### src/rtl/core/sha256_pkg.sv
// Shared types, constants and round functions for the SHA-256 message hasher.
package sha256_pkg;

  typedef logic [7:0][31:0] word8_t;
  typedef logic [15:0][31:0] word16_t;

  // Controls from the sequencer to the round datapath
  typedef struct packed {
    logic       init;   // load working variables from the chaining words
    logic       load;   // shift an assembled message word into the schedule
    logic       step;   // run one compression round
    logic       sched;  // round 16 or later: expand the schedule
    logic [5:0] idx;    // round number
  } rnd_ctl_t;

  localparam word8_t HashInit = {
    32'h5be0cd19, 32'h1f83d9ab, 32'h9b05688c, 32'h510e527f,
    32'ha54ff53a, 32'h3c6ef372, 32'hbb67ae85, 32'h6a09e667
  };

  localparam logic [7:0] PadMark = 8'h80;
  localparam logic [5:0] LenPos  = 6'd56;
  localparam logic [5:0] LastPos = 6'd63;

  function automatic logic [31:0] big_sigma0(input logic [31:0] x);
    return {x[1:0], x[31:2]} ^ {x[12:0], x[31:13]} ^ {x[21:0], x[31:22]};
  endfunction

  function automatic logic [31:0] big_sigma1(input logic [31:0] x);
    return {x[5:0], x[31:6]} ^ {x[10:0], x[31:11]} ^ {x[24:0], x[31:25]};
  endfunction

  function automatic logic [31:0] small_sigma0(input logic [31:0] x);
    return {x[6:0], x[31:7]} ^ {x[17:0], x[31:18]} ^ {3'b000, x[31:3]};
  endfunction

  function automatic logic [31:0] small_sigma1(input logic [31:0] x);
    return {x[16:0], x[31:17]} ^ {x[18:0], x[31:19]} ^ {10'd0, x[31:10]};
  endfunction

  function automatic logic [31:0] round_k(input logic [5:0] idx);
    logic [31:0] k;
    unique case (idx)
      6'd0:  k = 32'h428a2f98;  6'd1:  k = 32'h71374491;
      6'd2:  k = 32'hb5c0fbcf;  6'd3:  k = 32'he9b5dba5;
      6'd4:  k = 32'h3956c25b;  6'd5:  k = 32'h59f111f1;
      6'd6:  k = 32'h923f82a4;  6'd7:  k = 32'hab1c5ed5;
      6'd8:  k = 32'hd807aa98;  6'd9:  k = 32'h12835b01;
      6'd10: k = 32'h243185be;  6'd11: k = 32'h550c7dc3;
      6'd12: k = 32'h72be5d74;  6'd13: k = 32'h80deb1fe;
      6'd14: k = 32'h9bdc06a7;  6'd15: k = 32'hc19bf174;
      6'd16: k = 32'he49b69c1;  6'd17: k = 32'hefbe4786;
      6'd18: k = 32'h0fc19dc6;  6'd19: k = 32'h240ca1cc;
      6'd20: k = 32'h2de92c6f;  6'd21: k = 32'h4a7484aa;
      6'd22: k = 32'h5cb0a9dc;  6'd23: k = 32'h76f988da;
      6'd24: k = 32'h983e5152;  6'd25: k = 32'ha831c66d;
      6'd26: k = 32'hb00327c8;  6'd27: k = 32'hbf597fc7;
      6'd28: k = 32'hc6e00bf3;  6'd29: k = 32'hd5a79147;
      6'd30: k = 32'h06ca6351;  6'd31: k = 32'h14292967;
      6'd32: k = 32'h27b70a85;  6'd33: k = 32'h2e1b2138;
      6'd34: k = 32'h4d2c6dfc;  6'd35: k = 32'h53380d13;
      6'd36: k = 32'h650a7354;  6'd37: k = 32'h766a0abb;
      6'd38: k = 32'h81c2c92e;  6'd39: k = 32'h92722c85;
      6'd40: k = 32'ha2bfe8a1;  6'd41: k = 32'ha81a664b;
      6'd42: k = 32'hc24b8b70;  6'd43: k = 32'hc76c51a3;
      6'd44: k = 32'hd192e819;  6'd45: k = 32'hd6990624;
      6'd46: k = 32'hf40e3585;  6'd47: k = 32'h106aa070;
      6'd48: k = 32'h19a4c116;  6'd49: k = 32'h1e376c08;
      6'd50: k = 32'h2748774c;  6'd51: k = 32'h34b0bcb5;
      6'd52: k = 32'h391c0cb3;  6'd53: k = 32'h4ed8aa4a;
      6'd54: k = 32'h5b9cca4f;  6'd55: k = 32'h682e6ff3;
      6'd56: k = 32'h748f82ee;  6'd57: k = 32'h78a5636f;
      6'd58: k = 32'h84c87814;  6'd59: k = 32'h8cc70208;
      6'd60: k = 32'h90befffa;  6'd61: k = 32'ha4506ceb;
      6'd62: k = 32'hbef9a3f7;  6'd63: k = 32'hc67178f2;
      default: k = 32'h0;
    endcase
    return k;
  endfunction

endpackage

### src/rtl/core/sha256_message_hasher_top.sv
// Top level of the byte-serial SHA-256 message hasher: sequencer, padding and digest output.
//
//  channel | direction | fields                                   | handshake
//  --------+-----------+------------------------------------------+--------------------------
//  in      | to core   | data_byte_i, byte_present_i, message_end_i | in_valid_i / in_stall_o
//  out     | from core | digest_word_o, word_number_o, digest_done_o | out_valid_o / out_stall_i
//
// The core takes one message byte per cycle while in_stall_o is low. Every 64th byte starts a
// compression (64 rounds in the shared round unit, then one fold), during which input stalls.
// The final transaction writes the padding bytes, switches to the length bytes, compresses
// each padded block (two blocks when the length spills), then emits eight outputs.
// Reset loads the initial hash and clears the byte count; no clearing pass is needed.
// in_stall_o is high while the sequencer is busy; out_stall_i holds the output register.
module sha256_message_hasher_top import sha256_pkg::*; (
  input  logic        clk_i,
  input  logic        rst_ni,
  input  logic        in_valid_i,
  output logic        in_stall_o,
  input  logic [7:0]  data_byte_i,
  input  logic        byte_present_i,
  input  logic        message_end_i,
  output logic        out_valid_o,
  input  logic        out_stall_i,
  output logic [31:0] digest_word_o,
  output logic [2:0]  word_number_o,
  output logic        digest_done_o
);

  // Sequencer states
  localparam logic [2:0] S_IDLE  = 3'd0;
  localparam logic [2:0] S_PAD   = 3'd1;
  localparam logic [2:0] S_ROUND = 3'd2;
  localparam logic [2:0] S_FOLD  = 3'd3;
  localparam logic [2:0] S_OUT   = 3'd4;

  // Padding phases
  localparam logic [1:0] PH_MARK = 2'd0;
  localparam logic [1:0] PH_ZERO = 2'd1;
  localparam logic [1:0] PH_LEN  = 2'd2;
  localparam logic [1:0] PH_FIN  = 2'd3;

  logic [2:0]  state_q, state_d;
  logic [1:0]  ph_q, ph_d;
  logic        pad_q, pad_d;
  logic [5:0]  rnd_q, rnd_d;
  logic [5:0]  pos_q;
  logic [63:0] count_q;
  logic [23:0] word_q;
  word8_t      chain_q;
  word8_t      vars;
  logic [2:0]  onum_q;
  logic        out_valid_q;
  logic [31:0] out_word_q;
  logic [2:0]  out_num_q;
  logic        out_done_q;

  logic        byte_wr;
  logic [7:0]  byte_val;
  logic        cnt_inc;
  logic        fold;
  logic        out_load;
  logic        digest_last;
  rnd_ctl_t    rctl;
  logic [63:0] len_bits;
  logic [63:0] len_sh;

  // Big-endian bit length; byte k of the trailer is bits 63-8k down to 56-8k
  assign len_bits = {count_q[60:0], 3'b000};
  assign len_sh   = len_bits >> {~pos_q[2:0], 3'b000};
  assign digest_last = (onum_q == 3'd7);

  always_comb begin
    state_d  = state_q;
    ph_d     = ph_q;
    pad_d    = pad_q;
    rnd_d    = rnd_q;
    byte_wr  = 1'b0;
    byte_val = data_byte_i;
    cnt_inc  = 1'b0;
    fold     = 1'b0;
    out_load = 1'b0;
    rctl     = '0;

    unique case (state_q)
      S_IDLE: begin
        if (in_valid_i) begin
          if (byte_present_i) begin
            byte_wr = 1'b1;
            cnt_inc = 1'b1;
          end
          // Close the message: pad after any pending compression
          if (message_end_i) begin
            pad_d   = 1'b1;
            ph_d    = PH_MARK;
            state_d = S_PAD;
          end
          if (byte_present_i && pos_q == LastPos) begin
            state_d = S_ROUND;
          end
        end
      end
      S_PAD: begin
        unique case (ph_q)
          PH_MARK: begin
            byte_wr  = 1'b1;
            byte_val = PadMark;
            ph_d     = PH_ZERO;
          end
          PH_ZERO: begin
            if (pos_q == LenPos) begin
              ph_d = PH_LEN;
            end else begin
              byte_wr  = 1'b1;
              byte_val = 8'h00;
            end
          end
          PH_LEN: begin
            byte_wr  = 1'b1;
            byte_val = len_sh[7:0];
            if (pos_q == LastPos) begin
              ph_d = PH_FIN;
            end
          end
          default: begin
            ph_d = PH_FIN;
          end
        endcase
        if (byte_wr && pos_q == LastPos) begin
          state_d = S_ROUND;
        end
      end
      S_ROUND: begin
        rctl.step  = 1'b1;
        rctl.idx   = rnd_q;
        rctl.sched = (rnd_q[5:4] != 2'b00);
        rnd_d      = rnd_q + 6'd1;
        if (rnd_q == LastPos) begin
          state_d = S_FOLD;
        end
      end
      S_FOLD: begin
        fold = 1'b1;
        if (!pad_q) begin
          state_d = S_IDLE;
        end else if (ph_q == PH_FIN) begin
          state_d = S_OUT;
        end else begin
          state_d = S_PAD;
        end
      end
      S_OUT: begin
        // Advance when the output register is free or being drained
        if (!out_valid_q || !out_stall_i) begin
          out_load = 1'b1;
          if (digest_last) begin
            pad_d   = 1'b0;
            state_d = S_IDLE;
          end
        end
      end
      default: begin
        state_d = S_IDLE;
      end
    endcase

    // Every fourth byte completes a word; the last byte of a block starts compression
    rctl.load = byte_wr && (pos_q[1:0] == 2'b11);
    rctl.init = byte_wr && (pos_q == LastPos);
  end

  sha256_round u_round (
    .clk_i  (clk_i),
    .ctl_i  (rctl),
    .word_i ({word_q, byte_val}),
    .chain_i(chain_q),
    .vars_o (vars)
  );

  // Control and chaining state
  always_ff @(posedge clk_i or negedge rst_ni) begin
    if (!rst_ni) begin
      state_q     <= S_IDLE;
      ph_q        <= PH_MARK;
      pad_q       <= 1'b0;
      rnd_q       <= '0;
      pos_q       <= '0;
      count_q     <= '0;
      chain_q     <= HashInit;
      onum_q      <= '0;
      out_valid_q <= 1'b0;
    end else begin
      state_q <= state_d;
      ph_q    <= ph_d;
      pad_q   <= pad_d;
      rnd_q   <= rnd_d;
      if (byte_wr) begin
        pos_q <= pos_q + 6'd1;
      end
      if (cnt_inc) begin
        count_q <= count_q + 64'd1;
      end else if (out_load && digest_last) begin
        count_q <= '0;
      end
      if (fold) begin
        for (int j = 0; j < 8; j++) begin
          chain_q[j] <= chain_q[j] + vars[j];
        end
      end else if (out_load && digest_last) begin
        chain_q <= HashInit;
      end
      if (out_load) begin
        onum_q <= onum_q + 3'd1;
      end
      // Hold the word while stalled, drop it once taken
      if (out_load) begin
        out_valid_q <= 1'b1;
      end else if (!out_stall_i) begin
        out_valid_q <= 1'b0;
      end
    end
  end

  // Payload registers
  always_ff @(posedge clk_i) begin
    if (byte_wr) begin
      word_q <= {word_q[15:0], byte_val};
    end
    if (out_load) begin
      out_word_q <= chain_q[onum_q];
      out_num_q  <= onum_q;
      out_done_q <= digest_last;
    end
  end

  assign in_stall_o    = (state_q != S_IDLE);
  assign out_valid_o   = out_valid_q;
  assign digest_word_o = out_word_q;
  assign word_number_o = out_num_q;
  assign digest_done_o = out_done_q;

`ifndef SYNTHESIS
  a_out_from_seq: assert property (@(posedge clk_i) disable iff (!rst_ni)
    $rose(out_valid_q) |-> $past(state_q) == S_OUT)
    else $error("output transaction raised outside the output phase");

  a_rnd_in_round: assert property (@(posedge clk_i) disable iff (!rst_ni)
    rnd_q != 6'd0 |-> state_q == S_ROUND)
    else $error("round counter left non-zero between blocks");

  a_out_needs_pad: assert property (@(posedge clk_i) disable iff (!rst_ni)
    state_q == S_OUT |-> pad_q && ph_q == PH_FIN)
    else $error("digest output without completed padding");

  a_done_last: assert property (@(posedge clk_i) disable iff (!rst_ni)
    out_load && digest_last |=> state_q == S_IDLE && count_q == 64'd0)
    else $error("core not returned to initial state after digest");
`endif

endmodule

### src/rtl/core/sha256_round.sv
// Shared compression round unit with working variables and rolling message schedule.
module sha256_round import sha256_pkg::*; (
  input  logic        clk_i,
  input  rnd_ctl_t    ctl_i,
  input  logic [31:0] word_i,
  input  word8_t      chain_i,
  output word8_t      vars_o
);

  word8_t      vars_q;
  word16_t     win_q;
  logic [31:0] w;
  logic [31:0] t1;
  logic [31:0] t2;
  logic [31:0] ch;
  logic [31:0] maj;

  // Oldest schedule word sits at index 0
  always_comb begin
    if (ctl_i.sched) begin
      w = small_sigma1(win_q[14]) + win_q[9] + small_sigma0(win_q[1]) + win_q[0];
    end else begin
      w = win_q[0];
    end
    ch  = (vars_q[4] & vars_q[5]) ^ (~vars_q[4] & vars_q[6]);
    maj = (vars_q[0] & vars_q[1]) ^ (vars_q[0] & vars_q[2]) ^ (vars_q[1] & vars_q[2]);
    t1  = vars_q[7] + big_sigma1(vars_q[4]) + ch + round_k(ctl_i.idx) + w;
    t2  = big_sigma0(vars_q[0]) + maj;
  end

  always_ff @(posedge clk_i) begin
    if (ctl_i.init) begin
      vars_q <= chain_i;
    end else if (ctl_i.step) begin
      vars_q <= {vars_q[6], vars_q[5], vars_q[4], vars_q[3] + t1,
                 vars_q[2], vars_q[1], vars_q[0], t1 + t2};
    end
    if (ctl_i.load) begin
      win_q <= {word_i, win_q[15:1]};
    end else if (ctl_i.step) begin
      win_q <= {w, win_q[15:1]};
    end
  end

  assign vars_o = vars_q;

endmodule
### config.mk
export PLATFORM = sky130hd
export DESIGN_NAME = sha256_message_hasher_top
export DESIGN_NICKNAME = d
export VERILOG_FILES = /design/src/rtl/core/sha256_pkg.sv /design/src/rtl/core/sha256_message_hasher_top.sv /design/src/rtl/core/sha256_round.sv
export SDC_FILE = /design/constraint.sdc
export NUM_CORES = 2
export LEC_CHECK = 0
export ABC_AREA = 1
export BUFFER_PORTS_ARGS = -buffer_cell sky130_fd_sc_hd__buf_2
export CAP_MARGIN = 20
export CORE_MARGIN = 3
export CORE_UTILIZATION = 38
export DETAILED_ROUTE_END_ITERATION = 10
export HOLD_SLACK_MARGIN = 0.1
export SYNTH_ARGS = -nofsm -noshare
export SYNTH_HDL_FRONTEND = slang
export SYNTH_HIERARCHICAL = 1
export SYNTH_SLANG_ARGS = --single-unit
### constraint.sdc
create_clock -name clk_i -period 20.4 [get_ports clk_i]
set_input_delay 2.04 -clock clk_i [delete_from_list [all_inputs] [get_ports clk_i]]
set_output_delay 2.04 -clock clk_i [all_outputs]
set_load 0.02 [all_outputs]
After elaboration in Yosys (flattened, before gate mapping)
Memory sizes are Yosys's and may differ from the RTL's.
Cells that the tools add are included.
{"block": "op_classes", "addsub": 22, "n_lt_le_gt_ge": 1, "eq_ne": 22, "shift": 1, "n_mux": 48, "n_bitwise": 18, "n_reduce_logical": 22}
{"cell": "2-to-1 mux 256 bit", "count": 4}
{"cell": "2-to-1 mux 512 bit", "count": 2}
{"cell": "adder 32 bit", "count": 18}
{"cell": "XOR 32 bit", "count": 9}
{"cell": "AND 32 bit", "count": 5}
{"cell": "2-to-1 mux 64 bit", "count": 2}
{"cell": "binary-select mux 32 bit (select 3 bit)", "count": 1}
{"cell": "adder 64 x 1 -> 64 bit, second input constant", "count": 1}
{"cell": "2-to-1 mux 32 bit", "count": 2}
{"cell": "right shift 64 x 6 -> 8 bit", "count": 1}
{"cell": "NOT 32 bit", "count": 1}
{"cell": "XOR 32 x 22 -> 32 bit", "count": 1}
{"cell": "XOR 32 x 29 -> 32 bit", "count": 1}
{"cell": "2-to-1 mux 3 bit", "count": 9}
{"cell": "2-to-1 mux 8 bit", "count": 3}
{"cell": "case mux 8 bit (3 select lines)", "count": 1}
{"cell": "== test 6 bit, second input constant", "count": 3}
{"cell": "case mux 3 bit (5 select lines)", "count": 1}
{"cell": "2-to-1 mux 1 bit", "count": 14}
{"cell": "nonzero test 2 bit", "count": 7}
{"cell": "adder 6 x 1 -> 6 bit, second input constant", "count": 2}
{"cell": "!= test 2 bit, second input constant", "count": 6}
{"cell": "AND reduction 5 bit", "count": 2}
{"cell": "!= test 3 bit, second input constant", "count": 3}
{"cell": "21 further kinds", "count": 35}
{"block": "word_totals", "register_bits": 1170, "mem_bits_ro": 2048, "in_bits": 14, "output_inout_bits": 38, "elab_cells": 179, "mem_count": 1}
{"memory": "(name not given)", "depth": 64, "width": 32, "read_ports": 1, "rd_clocked_by_memory_dff": 0, "write_ports": 0, "line_no": "sha256_pkg.sv:43", "text": "unique case (idx)"}

Longest topological paths before layout
{"block": "depth", "word_depth": 10, "mapped_depth": 49, "depth_no_buf": 49}

Cells and area by module
Netlist, hierarchy kept.
{"mod": "sha256_round", "n_inst": 1, "cells_each": 4421, "area_per_inst_um2": 44411.3, "seq_area_each_um2": 23062.1}
{"mod": "sha256_message_hasher_top", "n_inst": 1, "cells_each": 6133, "area_per_inst_um2": 37287.0, "seq_area_each_um2": 10455.0}

Worst setup path after synthesis
No wires, ideal clock.
{"block": "synth_path", "path_type": "input to register", "from": "input in_valid_i", "to": "register u_round/win_q[0] in the netlist's numbering (enable)", "setup_time_ns": 0.902, "arrival_ns": 14.335, "required_ns": 19.498, "path_slack_ns": 5.163, "cell_stages": 9, "path_buffers": 3, "cell_sequence": "nand3_1 buf_2 nand2_2 nand2_1 inv_1 clkbuf_1 inv_1 buf_2 nand2_1"}
{"element": "from (decl)", "line_no": "sha256_message_hasher_top.sv:17", "text": "input logic in_valid_i,"}
{"element": "to (signal assigned)", "line_no": "sha256_round.sv:39", "text": "win_q <= {word_i, win_q[15:1]};"}
{"element": "to (signal assigned)", "line_no": "sha256_round.sv:41", "text": "win_q <= {w, win_q[15:1]};"}
{"element": "to (decl)", "line_no": "sha256_round.sv:11", "text": "word16_t win_q;"}

Worst setup path after layout
{"block": "layout_path", "from": "register u_round/win_q[473] in the netlist's numbering", "to": "register u_round.vars_q, in the netlist u_round/vars_o[31], data pin"}
{"block": "layout_between", "elab_chain_cells": 10}
{"element": "XOR 32 bit", "line_no": "sha256_pkg.sv:38", "text": "return {x[16:0], x[31:17]} ^ {x[18:0], x[31:19]} ^ {10'd0, x[31:10]};"}
{"element": "XOR 32 x 22 -> 32 bit *", "line_no": "sha256_pkg.sv:38"}
{"element": "adder 32 bit * (3 in a row)", "line_no": "sha256_round.sv:21", "text": "w = small_sigma1(win_q[14]) + win_q[9] + small_sigma0(win_q[1]) + win_q[0];"}
{"element": "2-to-1 mux 32 bit *", "line_no": "sha256_round.sv:20", "text": "if (ctl_i.sched) begin"}
{"element": "adder 32 bit *", "line_no": "sha256_round.sv:27", "text": "t1 = vars_q[7] + big_sigma1(vars_q[4]) + ch + round_k(ctl_i.idx) + w;"}
{"element": "adder 32 bit *", "line_no": "sha256_round.sv:36", "text": "vars_q[2], vars_q[1], vars_q[0], t1 + t2};"}
{"element": "2-to-1 mux 256 bit *", "line_no": "sha256_round.sv:34", "text": "end else if (ctl_i.step) begin"}
{"element": "2-to-1 mux 256 bit *", "line_no": "sha256_round.sv:32", "text": "if (ctl_i.init) begin"}
{"element": "to (signal assigned)", "line_no": "sha256_round.sv:33", "text": "vars_q <= chain_i;"}
{"element": "to (signal assigned)", "line_no": "sha256_round.sv:35", "text": "vars_q <= {vars_q[6], vars_q[5], vars_q[4], vars_q[3] + t1,"}
{"element": "to (decl)", "line_no": "sha256_round.sv:10", "text": "word8_t vars_q;"}
Mark *: on every way between the ends. The rest lies on a longest branch, timed or not. The select of a mux whose other input is x is not followed.
A chain may end at the register's enable or synchronous reset.

==> results.md <==
- Status: finished, final reports clean
- Endpoints failing setup: 0
- Worst-path clk slew: 0.06 ns
- Pre-Repair DR Iteration Count: 6
- Hold Path Class: flop to flop
- Syn. warnings: 6
- Vias: 72.4k
- # rows: 169
- Total length of routed wires: 331,000 microns
- Syn Std Cell Area: 81,700 sq um
- Post-synth EDFFs: 828
- Peak Freq: 99.3 MHz
- DRC viols: 0
- Final Max Tran Viols: 0
- Placed cells: 13.2k
- Measured slew at the worst slew-check pin: 1.31 ns
- Synthesized instance count: 10.6k
- CTS sink cnt: 1,167
- Total gr overflow: 0
- Area after DPL: 85,000 sq um
- Top cell type by total area after synthesis: edfxtp_1
- Top-area cell type share of the netlist area: 30.4%
- Cts repair resizes: 0
- I/O pin count: 52
- Die Span Y: 470 microns
- Post-CTS setup buffers: 0
- Max-cap violations: 0
- Asr flop ratio synth: 29.0%
- Vias in the first global route: 68.4k
- Worst-case clock skew: 0.0748 ns
- First-pass GRT wire length: 477,000 microns
- Top-count cell post-synth: nand2_1
- Post-route setup TNS: 0 ns
- Clk Latency, worst-skew pair: 0.85 ns
- Layout cells sized above 1: 5.72%
- DP HPWL: 258,000 microns
- Multi-input gate area in the final layout: 40,400 sq um
- Final ANT Viol Nets: 0
- Vias per std cell: 5.37
- Global-route usage over all layers: 29.3%
- Final setup margin: 10.33 ns
- Peak per-stage delay on the critical path: 0.52 ns
- CTS Buf Count: 143
- Initial Utilization: 38.4%
- Hold-fix buffers, CTS: 0
- Initial drt markers: 8,077
- Final instance count without filler cells: 13.5k
- CP Class: flop to flop
- H-tree depth: 4
- Final period util: 49.4%
- Register area share after synthesis: 41.0%
- CTS tree: yes
- Minimum clock period: 10.07 ns
- CTS root buf: clkbuf_16
- Final instance area: 89,800 sq um
- CP Data Required Time: 20.93 ns
- Seq cells post-synth: 1,167
- Slew headroom: 12.7%
- DIE WIDTH: 470 microns
- Mapped Nets: 11.2k
- Input/output buffers: 51
- Layout area overhead: 9.91%
- Register Area: 33,500 sq um
- Commonest cells in the netlist: nand2_1, inv_1, edfxtp_1
- RSZ-0062 raised after global routing: no
- Ranking of synthesized cells by area: edfxtp_1, nand2_1, inv_1
- Syn avg cell area: 7.74 sq um
- Core area: 213,000 sq um
- Clk buf depth: 3
- Setup WS pre-CTS: 10.39 ns
- Endpoint class of the critical path: flop
- CP startpoint kind: flop
- Initial antenna violation count: 21
- DIE AREA: 221,000 sq um
- Pin count of the biggest net entering global routing: 183
- Routed length per instance: 24.6 microns
- Leading register cell type out of synthesis: edfxtp_1
- Slowest-stage cell, CP: fa_1
- Fill count: 21.5k
- Final net count: 11.2k
- Critical path arrival: 10.61 ns
- Final Wtd Congestion: 1.00
- Distinct cells, synth: 76
- Top cell by count, worst path: nand2_1
- Fin. Hold Viols: 0
- Crit Path Max Fanout: 6
stage by stage:
stage,hold WS [ns],util (%)
global placement,0.400,39.9
detailed placement,0.405,39.9
CTS,0.368,42.1
floorplan,0.400,-
finish,0.377,42.2
global route,0.375,42.2
final cells by class:
| cell class | instances | area share, % |
|---|---|---|
| antenna | 4 | 0.0111 |
| clock buffer | 180 | 4.28 |
| clock inverter | 84 | 1.05 |
| inverter | 1766 | 7.40 |
| multi-input combinational | 7334 | 45.0 |
| sequential | 1167 | 37.3 |
| tap | 2821 | 3.93 |
| timing repair buffer | 128 | 1.00 |
path summary, 6_finish.rpt:
check / from / end / slack [ns] / depth (start not counted)
setup / recovery: u_round/win_q[473] / u_round/vars_o[31] / 10.33 / 41
hold / removal: u_round/win_q[411] / u_round/win_q[379] / 0.38 / 0
hold reg to reg: u_round/win_q[411] / u_round/win_q[379] / 0.38 / 0
setup reg to reg: u_round/win_q[473] / u_round/vars_o[31] / 10.33 / 41
max in group asynchronous: rst_ni / chain_q[79] / 16.59 / 4
min in group asynchronous: rst_ni / count_q[59] / 1.30 / 1
registers in the layout (all words and copies together) (netlist names), 2 cells and up:
| register | cells |
|---|---|
| pos_q | 6 |
| onum_q | 3 |
| u_round/vars_o | 256 |
| word_number_o | 3 |
| u_round/win_q | 512 |
| digest_word_o | 32 |
| word_q | 24 |
| count_q | 61 |
| state_q | 3 |
| ph_q | 2 |
| rnd_q | 6 |
| chain_q | 256 |
routing by layer:
metal	part of all wire, %	up-vias	track usage [%]	routed length (microns)
met5	0.021	-	0	71
li1	-	33900	-	-
met2	45	3070	46.7	150000
met4	4.7	12	12.0	15500
met3	7.7	610	4.97	25500
met1	42	34800	39.4	140000
logic make-up after synthesis:
group | Yosys count | synth area share, %
DFF | 1167 | 41.0
muxes | 4 | 0.0505
buffers and inverters | 2053 | 9.57
and+or+nand+nor | 4800 | 23.7
AOI/OAI and AO/OA | 1544 | 10.5
adders and majority gates | 601 | 11.0
xor gates and xnor gates | 385 | 4.15
critical path, delay by kind of cell, from the launching register on:
| kind | cells | cell delay, ns |
|---|---|---|
| adder cells (fa/ha/maj) | 9 | 4.01 |
| buffers and inverters | 5 | 0.33 |
| AND/OR/NAND/NOR | 13 | 1.88 |
| AO/OA/AOI/OAI | 9 | 1.94 |
| XOR/XNOR | 5 | 1.13 |
| flip-flops | 1 | 0.49 |
placed cells by master, fill, tap and decap left out, types with 10 or more instances in the layout:
master	count
nand2_1	3287
inv_1	1746
edfxtp_1	828
nor2_1	709
o21ai_0	634
a21oi_1	518
nand3_1	503
ha_1	403
xor2_1	221
dfrtp_1	201
fa_1	196
xnor2_1	162
clkbuf_16	146
dfstp_2	136
nor3_1	100
o22ai_1	83
a31oi_1	73
buf_4	71
nand4_1	65
or2_2	51
buf_2	51
o21bai_1	44
clkinv_2	29
clkbuf_1	28
nand3b_1	24
o211ai_1	23
a21o_1	23
clkinv_1	21
o21ai_1	18
and2_1	16
inv_2	13
a22oi_1	13
o221ai_1	11
nor2_2	10
clkinv_16	10
Power is left out: the tool's default activity adds up to more than one toggle a clock period on the data nets, which glitch-free logic cannot reach.
